==> src/design/lbe_pkg.sv <==
// lbe_pkg: shared types, constants and saturation helper for the
// lagrange basis evaluator; no dependencies
package lbe_pkg;

    localparam int MAX_NODES  = 16;
    localparam int NODE_WIDTH = 32;
    localparam int AW         = $clog2(MAX_NODES);
    localparam int VW         = 48;
    localparam int FRAC_BITS  = 30;

    localparam logic [VW-1:0] ONE_Q = 48'h0000_4000_0000;

    // status codes
    localparam logic [1:0] ST_OK    = 2'd0;
    localparam logic [1:0] ST_COINC = 2'd1;
    localparam logic [1:0] ST_SAT   = 2'd2;
    localparam logic [1:0] ST_RANGE = 2'd3;

    // datapath operations
    typedef enum logic [3:0] {
        OP_NOP,
        OP_WR_NODE,
        OP_LATCH_IN,
        OP_LATCH_XI,
        OP_CHECK_CO,
        OP_DIV_Q,
        OP_STORE_Q,
        OP_MUL_V,
        OP_STORE_V,
        OP_INIT_P,
        OP_MUL_P,
        OP_STORE_P,
        OP_DIV_S,
        OP_ADD_S,
        OP_OUT
    } t_op;

    typedef struct packed {
        t_op           op;
        logic [AW-1:0] addr;
        logic          bad;
    } t_cmd;

    typedef struct packed {
        logic div_done;
        logic mul_done;
        logic coinc;
    } t_dp_st;

    typedef struct packed {
        logic [VW-1:0] v;
        logic          s;
    } t_sat_res;

    // sign and magnitude to saturated 48 bit value
    function automatic t_sat_res f_sat(input logic neg, input logic [63:0] m,
                                       input logic over);
        t_sat_res r;
        r.s = 1'b0;
        if (neg) begin
            if (over || m > 64'h0000_8000_0000_0000) begin
                r.v = 48'h8000_0000_0000;
                r.s = 1'b1;
            end else begin
                r.v = 48'(64'd0 - m);
            end
        end else begin
            if (over || m > 64'h0000_7FFF_FFFF_FFFF) begin
                r.v = 48'h7FFF_FFFF_FFFF;
                r.s = 1'b1;
            end else begin
                r.v = m[VW-1:0];
            end
        end
        return r;
    endfunction

endpackage

==> src/design/lbe_ctrl.sv <==
// lbe_ctrl: sequencer over the node loops, handshakes and node_count register
// depends on lbe_pkg
module lbe_ctrl import lbe_pkg::*; (
    input  logic          i_clk,
    input  logic          i_rst_n,
    input  logic          i_cfg_we,
    input  logic [4:0]    i_cfg_data,
    input  logic          i_in_valid,
    output logic          o_in_stall,
    input  logic          i_func,
    input  logic [AW-1:0] i_node_index,
    output logic          o_out_valid,
    input  logic          i_out_stall,
    input  t_dp_st        i_st,
    output t_cmd          o_cmd
);
    typedef enum logic [17:0] {
        S_IDLE   = 18'b000000000000000001,
        S_XI_RD  = 18'b000000000000000010,
        S_XI_LAT = 18'b000000000000000100,
        S_CO_RD  = 18'b000000000000001000,
        S_CO_CMP = 18'b000000000000010000,
        S_CO_END = 18'b000000000000100000,
        S_Q_RD   = 18'b000000000001000000,
        S_Q_DIV  = 18'b000000000010000000,
        S_Q_WAIT = 18'b000000000100000000,
        S_V_MUL  = 18'b000000001000000000,
        S_V_WAIT = 18'b000000010000000000,
        S_P_INIT = 18'b000000100000000000,
        S_P_MUL  = 18'b000001000000000000,
        S_P_WAIT = 18'b000010000000000000,
        S_S_RD   = 18'b000100000000000000,
        S_S_DIV  = 18'b001000000000000000,
        S_S_WAIT = 18'b010000000000000000,
        S_DONE   = 18'b100000000000000000
    } t_state;

    t_state        r_state, n_state;
    logic [4:0]    r_node_count;
    logic [AW-1:0] r_i, n_i, r_k, n_k, r_j, n_j, r_nm1, n_nm1;
    logic          r_bad, n_bad;
    logic          r_out_valid, n_out_valid;

    logic [4:0]    n_eff;
    logic [AW:0]   k_nx1, k_nx2, j_nx, first1;

    // next index at or after c that skips a and b
    function automatic logic [AW:0] f_nxt(input logic [AW:0] c, input logic [AW-1:0] a,
                                          input logic [AW-1:0] b);
        logic [AW:0] r;
        r = c;
        if (r == {1'b0, a} || r == {1'b0, b}) r = r + 1'b1;
        if (r == {1'b0, a} || r == {1'b0, b}) r = r + 1'b1;
        return r;
    endfunction

    assign n_eff  = (r_node_count > 5'(MAX_NODES)) ? 5'(MAX_NODES) : r_node_count;
    assign first1 = f_nxt('0, r_i, r_i);
    assign k_nx1  = f_nxt({1'b0, r_k} + 1'b1, r_i, r_i);
    assign k_nx2  = f_nxt({1'b0, r_k} + 1'b1, r_i, r_j);
    assign j_nx   = f_nxt({1'b0, r_j} + 1'b1, r_i, r_i);

    // sequencer
    always_comb begin
        n_state     = r_state;
        n_i         = r_i;
        n_k         = r_k;
        n_j         = r_j;
        n_nm1       = r_nm1;
        n_bad       = r_bad;
        n_out_valid = i_out_stall ? r_out_valid : 1'b0;
        o_cmd.op    = OP_NOP;
        o_cmd.addr  = r_k;
        o_cmd.bad   = r_bad;
        o_in_stall  = (r_state != S_IDLE);
        unique case (r_state)
            S_IDLE: begin
                if (i_in_valid) begin
                    if (!i_func) begin
                        o_cmd.op = OP_WR_NODE;
                    end else begin
                        o_cmd.op = OP_LATCH_IN;
                        n_i      = i_node_index;
                        n_nm1    = AW'(n_eff - 5'd1);
                        n_bad    = {1'b0, i_node_index} >= n_eff;
                        n_state  = ({1'b0, i_node_index} >= n_eff) ? S_DONE : S_XI_RD;
                    end
                end
            end
            S_XI_RD: begin
                o_cmd.addr = r_i;
                n_state    = S_XI_LAT;
            end
            S_XI_LAT: begin
                o_cmd.addr = r_i;
                o_cmd.op   = OP_LATCH_XI;
                n_k        = '0;
                n_state    = S_CO_RD;
            end
            S_CO_RD: n_state = S_CO_CMP;
            S_CO_CMP: begin
                if (r_k != r_i) o_cmd.op = OP_CHECK_CO;
                if (r_k == r_nm1) begin
                    n_state = S_CO_END;
                end else begin
                    n_k     = r_k + 1'b1;
                    n_state = S_CO_RD;
                end
            end
            S_CO_END: begin
                n_k = first1[AW-1:0];
                if (i_st.coinc || r_nm1 == '0) n_state = S_DONE;
                else                           n_state = S_Q_RD;
            end
            // quotients for every k other than i
            S_Q_RD: n_state = S_Q_DIV;
            S_Q_DIV: begin
                o_cmd.op = OP_DIV_Q;
                n_state  = S_Q_WAIT;
            end
            S_Q_WAIT: begin
                if (i_st.div_done) begin
                    o_cmd.op = OP_STORE_Q;
                    if (k_nx1 > {1'b0, r_nm1}) begin
                        n_k     = first1[AW-1:0];
                        n_state = S_V_MUL;
                    end else begin
                        n_k     = k_nx1[AW-1:0];
                        n_state = S_Q_RD;
                    end
                end
            end
            // basis value product
            S_V_MUL: begin
                o_cmd.op = OP_MUL_V;
                n_state  = S_V_WAIT;
            end
            S_V_WAIT: begin
                if (i_st.mul_done) begin
                    o_cmd.op = OP_STORE_V;
                    if (k_nx1 > {1'b0, r_nm1}) begin
                        n_j     = first1[AW-1:0];
                        n_state = S_P_INIT;
                    end else begin
                        n_k     = k_nx1[AW-1:0];
                        n_state = S_V_MUL;
                    end
                end
            end
            // slope term for node j
            S_P_INIT: begin
                o_cmd.op = OP_INIT_P;
                n_k      = f_nxt('0, r_i, r_j) > {1'b0, r_nm1} ? r_k :
                           AW'(f_nxt('0, r_i, r_j));
                n_state  = (f_nxt('0, r_i, r_j) > {1'b0, r_nm1}) ? S_S_RD : S_P_MUL;
            end
            S_P_MUL: begin
                o_cmd.op = OP_MUL_P;
                n_state  = S_P_WAIT;
            end
            S_P_WAIT: begin
                if (i_st.mul_done) begin
                    o_cmd.op = OP_STORE_P;
                    if (k_nx2 > {1'b0, r_nm1}) begin
                        n_state = S_S_RD;
                    end else begin
                        n_k     = k_nx2[AW-1:0];
                        n_state = S_P_MUL;
                    end
                end
            end
            S_S_RD: begin
                o_cmd.addr = r_j;
                n_state    = S_S_DIV;
            end
            S_S_DIV: begin
                o_cmd.addr = r_j;
                o_cmd.op   = OP_DIV_S;
                n_state    = S_S_WAIT;
            end
            S_S_WAIT: begin
                o_cmd.addr = r_j;
                if (i_st.div_done) begin
                    o_cmd.op = OP_ADD_S;
                    if (j_nx > {1'b0, r_nm1}) begin
                        n_state = S_DONE;
                    end else begin
                        n_j     = j_nx[AW-1:0];
                        n_state = S_P_INIT;
                    end
                end
            end
            // wait for the output register to free up
            S_DONE: begin
                if (!r_out_valid || !i_out_stall) begin
                    o_cmd.op    = OP_OUT;
                    n_out_valid = 1'b1;
                    n_state     = S_IDLE;
                end
            end
            default: n_state = S_IDLE;
        endcase
    end

    // state and counters
    always_ff @(posedge i_clk) begin
        if (!i_rst_n) begin
            r_state      <= S_IDLE;
            r_out_valid  <= 1'b0;
            r_node_count <= 5'd16;
            r_i          <= '0;
            r_k          <= '0;
            r_j          <= '0;
            r_nm1        <= '0;
            r_bad        <= 1'b0;
        end else begin
            r_state     <= n_state;
            r_out_valid <= n_out_valid;
            r_i         <= n_i;
            r_k         <= n_k;
            r_j         <= n_j;
            r_nm1       <= n_nm1;
            r_bad       <= n_bad;
            if (i_cfg_we) r_node_count <= i_cfg_data;
        end
    end

    assign o_out_valid = r_out_valid;
endmodule

==> config.mk <==
export PLATFORM = sky130hd
export DESIGN_NAME = lbe_ctrl
export DESIGN_NICKNAME = d
export VERILOG_FILES = /design/src/design/lbe_pkg.sv /design/src/design/lbe_ctrl.sv
export SDC_FILE = /design/constraint.sdc
export NUM_CORES = 1
export LEC_CHECK = 0
export BUFFER_PORTS_ARGS = -buffer_cell sky130_fd_sc_hd__buf_4
export CAP_MARGIN = 30
export CELL_PAD_IN_SITES_DETAIL_PLACEMENT = 0
export CELL_PAD_IN_SITES_GLOBAL_PLACEMENT = 1
export CORE_ASPECT_RATIO = 1.25
export CORE_MARGIN = 3
export CORE_UTILIZATION = 35
export CTS_CLUSTER_SIZE = 12
export DETAILED_ROUTE_END_ITERATION = 8
export GPL_ROUTABILITY_DRIVEN = 1
export PLACE_DENSITY_LB_ADDON = 0.1
export SKIP_CTS_REPAIR_TIMING = 1
export SYNTH_ARGS = -nofsm -noshare
export SYNTH_HDL_FRONTEND = slang
export SYNTH_SLANG_ARGS = --single-unit
==> constraint.sdc <==
create_clock -name i_clk -period 8 [get_ports i_clk]
set_input_delay 1.6 -clock i_clk [delete_from_list [all_inputs] [get_ports i_clk]]
set_output_delay 1.6 -clock i_clk [all_outputs]
set_load 0.005 [all_outputs]
==> results.md <==
* Status: finished, final reports clean
* Initial Util at 36.00%
* Final hold vios at 0
* EDFF count, synth at 0
* Clock tree buffer depth at 2
* Synth cell count leaders: 50 x nand2_1, 47 x nor2_1, 41 x dfxtp_1
* Main synth FF type: dfxtp_1
* Port Buf Inserts at 28
* RR Startpoint: r_k[0]
* Async S/R FF share, synth at 0%
* Post-DP HPWL at 9.890 mm
* Die Span X at 101.7 um
* Startpoint types: flip-flop
* Antenna violations before repair at 0
* RSZ-0062 raised after global routing: false
* Leakage at 0.001811 uW
* Ports at 29
* Worst reg2reg path depth at 19
* Hold Crit Depth at 2
* Setup WS pre-CTS at 2.288 ns
* Final setup violation count at 0
* NumNets Final at 571
* CTS tree: built
* Worst setup margin at 2.262 ns
* Std-Cell Rows at 43
* Power density over cell area at 174.4 nW/um^2
* Setup tns final at 0 ns
* CTS Buf Count at 5
* H-tree levels at 2
* Via count at 3774
* Final wirelength at 12.62 mm
* Share of cells above drive strength 1 at 10.29%
* Mapped Cells at 518
* Req. time, crit path at 8.17 ns
* Cell-internal power at 498.4 uW
* Post-route minimum period at 5.738 ns
* First-pass GRT wire length at 20.47 mm
* Initial drt markers at 187
* Comb pwr share at 37.7%
* DRT Pass-1 Iters at 4
* DR top layer: met4
* WHS Endpoint: r_bad
* Synth Cell Area at 4009 um^2
* Post-synthesis sequential area ratio at 20.47%
* DRC Markers at 0
* Top-area cell type share of the netlist area at 20.47%
* Distinct cells, synth at 73
* Worst-Skew Late Latency at 0.29 ns
* CTS Root Cell: clkbuf_16
* Tot Pwr at 773.2 uW
* Reg clk slew, reported paths at 0.06 ns
* CP max FO at 17
* CTS sink cnt at 41
* Footprint of the multi-input gates at 2952 um^2
* Total of max-cap violations at 0
* Endpoint type of the worst setup path: flip-flop
* Area leader, netlist: dfxtp_1
* Diode count at 0
* Max Clock Freq at 0.1743 GHz
* Die Footprint at 12780 um^2
* Syn. warnings at 0
* Core ar. at 11140 um^2
* Switching share of power at 35.55%
* Routed vias/inst at 5.718
* Mean Syn Cell Area at 7.739 um^2
* Overflow after GRT at 0
* Syn Nets at 565
* Routed wl met2 at 6.127 mm
* Metal3 WL at 435 um
* GRT Util Overall at 20.23%
* Main area contributors after synthesis: dfxtp_1 20%, ha_1 9.1%, xor2_1 5.0%, nand2_1 4.7%, nor2_1 4.4%
* #FFs+latches synth at 41
* Power share of the sequential group at 31.5%
* Number of global-route vias before repair at 3831
* Max-slew violations at 0
* Area growth, synth to finish at 10.61%
* Min-delay worst type: reg2reg
* Worst-Margin Slew at 1.040 ns
* R2R Setup Slk at 2.26 ns
* Largest net degree at the start of global routing at 35
* Hold path start: r_bad
* CP arrival at 5.91 ns
* VDD IR max at 0.1177 mV
* Drt wl/cell at 19.12 um
* Kind of critical path: reg2reg
* Die H at 125.7 um
* M1 wire length at 5.733 mm
* Clock network power share at 30.8%
* Worst slew margin at 30.04%
* Tcrit/Tclk final at 71.73%
* FF/Latch Area at 820.8 um^2
* Psw at 274.8 uW
* GPL Wtd Cong at 0.8858
* R2r endpoint: r_k[1]
* Post-detailed-route count of antenna-violating nets at 0
* Final setup skew at 0.006699 ns
* # fillers at 1177
* Most instantiated library cell after synthesis: nand2_1
## state kept, by name, summed over array words and instances, names as in the netlist
| name | count |
|---|---|
| r_j | 4 |
| r_nm1 | 4 |
| r_i | 4 |
| r_k | 4 |
| r_node_count | 5 |
| r_bad | 1 |
| r_state | 18 |
| o_out_valid | 1 |
## layout by cell type, fill, tap and decap left out, types with 3 or more instances in the layout
cell / count
nand2_1: 50
nor2_1: 47
dfxtp_1: 41
buf_4: 32
ha_1: 29
xor2_1: 23
a21oi_1: 23
nor3_1: 21
inv_1: 19
nand3_1: 17
nor2b_1: 16
nor4_1: 16
xnor2_1: 15
o21ai_0: 12
nand2b_1: 10
nand4_1: 9
a21boi_0: 8
and2_1: 8
nor3b_1: 7
o21a_1: 7
mux2i_1: 7
or3_1: 6
a221o_1: 6
a21o_1: 5
a22oi_1: 5
clkbuf_16: 5
o211ai_1: 4
and4_1: 4
and3b_1: 3
xnor3_1: 3
and3_1: 3
o21ai_1: 3
a211oi_1: 3
o2bb2ai_1: 3
o211a_1: 3
## area by class of cell
| type | count | share of cell area (%) |
|---|---|---|
| clock buffers | 6 | 3.132 |
| clock inverters | 2 | 0.8465 |
| inverters | 19 | 1.608 |
| multi-input cells | 424 | 66.56 |
| flip-flops and latches | 41 | 18.51 |
| well taps | 135 | 3.809 |
| repair buffers | 33 | 5.530 |
## logic make-up after synthesis
group | share of synthesized area (%)
AOI/OAI and AO/OA | 20.07
xor gates and xnor gates | 11.58
adders and majority gates | 9.051
buffers and inverters | 5.899
DFF | 20.47
muxes | 2.310
other | 0.09354
and+or+nand+nor | 30.52
## critical path: stages, from the launching register on
cell       delay (ns)
dfxtp_1          0.76
inv_1            0.24
ha_1             0.52
xor2_1           0.25
nand3_1          0.17
a21o_1           0.29
or4b_1           0.52
a32o_1           0.27
a21oi_4          0.23
mux2_2           0.38
ha_1             0.29
nor2b_1          0.13
o21a_1           0.16
o21a_1           0.15
o21ai_0          0.18
nand3_1          0.15
a2111oi_0        0.43
a211oi_2         0.12
o21ai_1          0.30
o2bb2ai_1        0.10
## metal layers
metal	up-vias	global-route usage (%)
met2	90	34.05
met4	0	6.886
li1	1886	-
met5	-	0
met3	21	2.438
met1	1777	26.47
## power groups by stage
stage	Combinational (uW)	Clock (uW)	Sequential (uW)
after floorplan	223	0	229
after global placement	285	0	248
after detailed placement	290	0	247
after CTS	291	245	243
after global routing	324	252	245
final	291	238	243
## worst max-delay path by stage
stage	startpoint	to	slack (ns)
floorplan	r_k[0]	r_k[0]	2.85
global placement	r_k[0]	r_k[2]	2.55
detailed placement	r_k[0]	r_k[1]	2.29
CTS	r_k[0]	r_k[1]	2.27
global route	r_k[0]	r_k[1]	1.85
finish	r_k[0]	r_k[1]	2.26
## stage by stage
| step | std cells | util, % | hold slack (ns) | instance area [um^2] |
|---|---|---|---|---|
| finish | 660 | 39.82 | 0.4696 | 4434 |
| floorplan | 518 | - | 0.4414 | 4009 |
| CTS | 660 | 39.82 | 0.4698 | 4434 |
| global placement | 650 | 38.12 | 0.4557 | 4245 |
| detailed placement | 652 | 38.23 | 0.4586 | 4258 |
| global route | 660 | 39.82 | 0.4890 | 4434 |
Power figures use the tool's default switching activity.
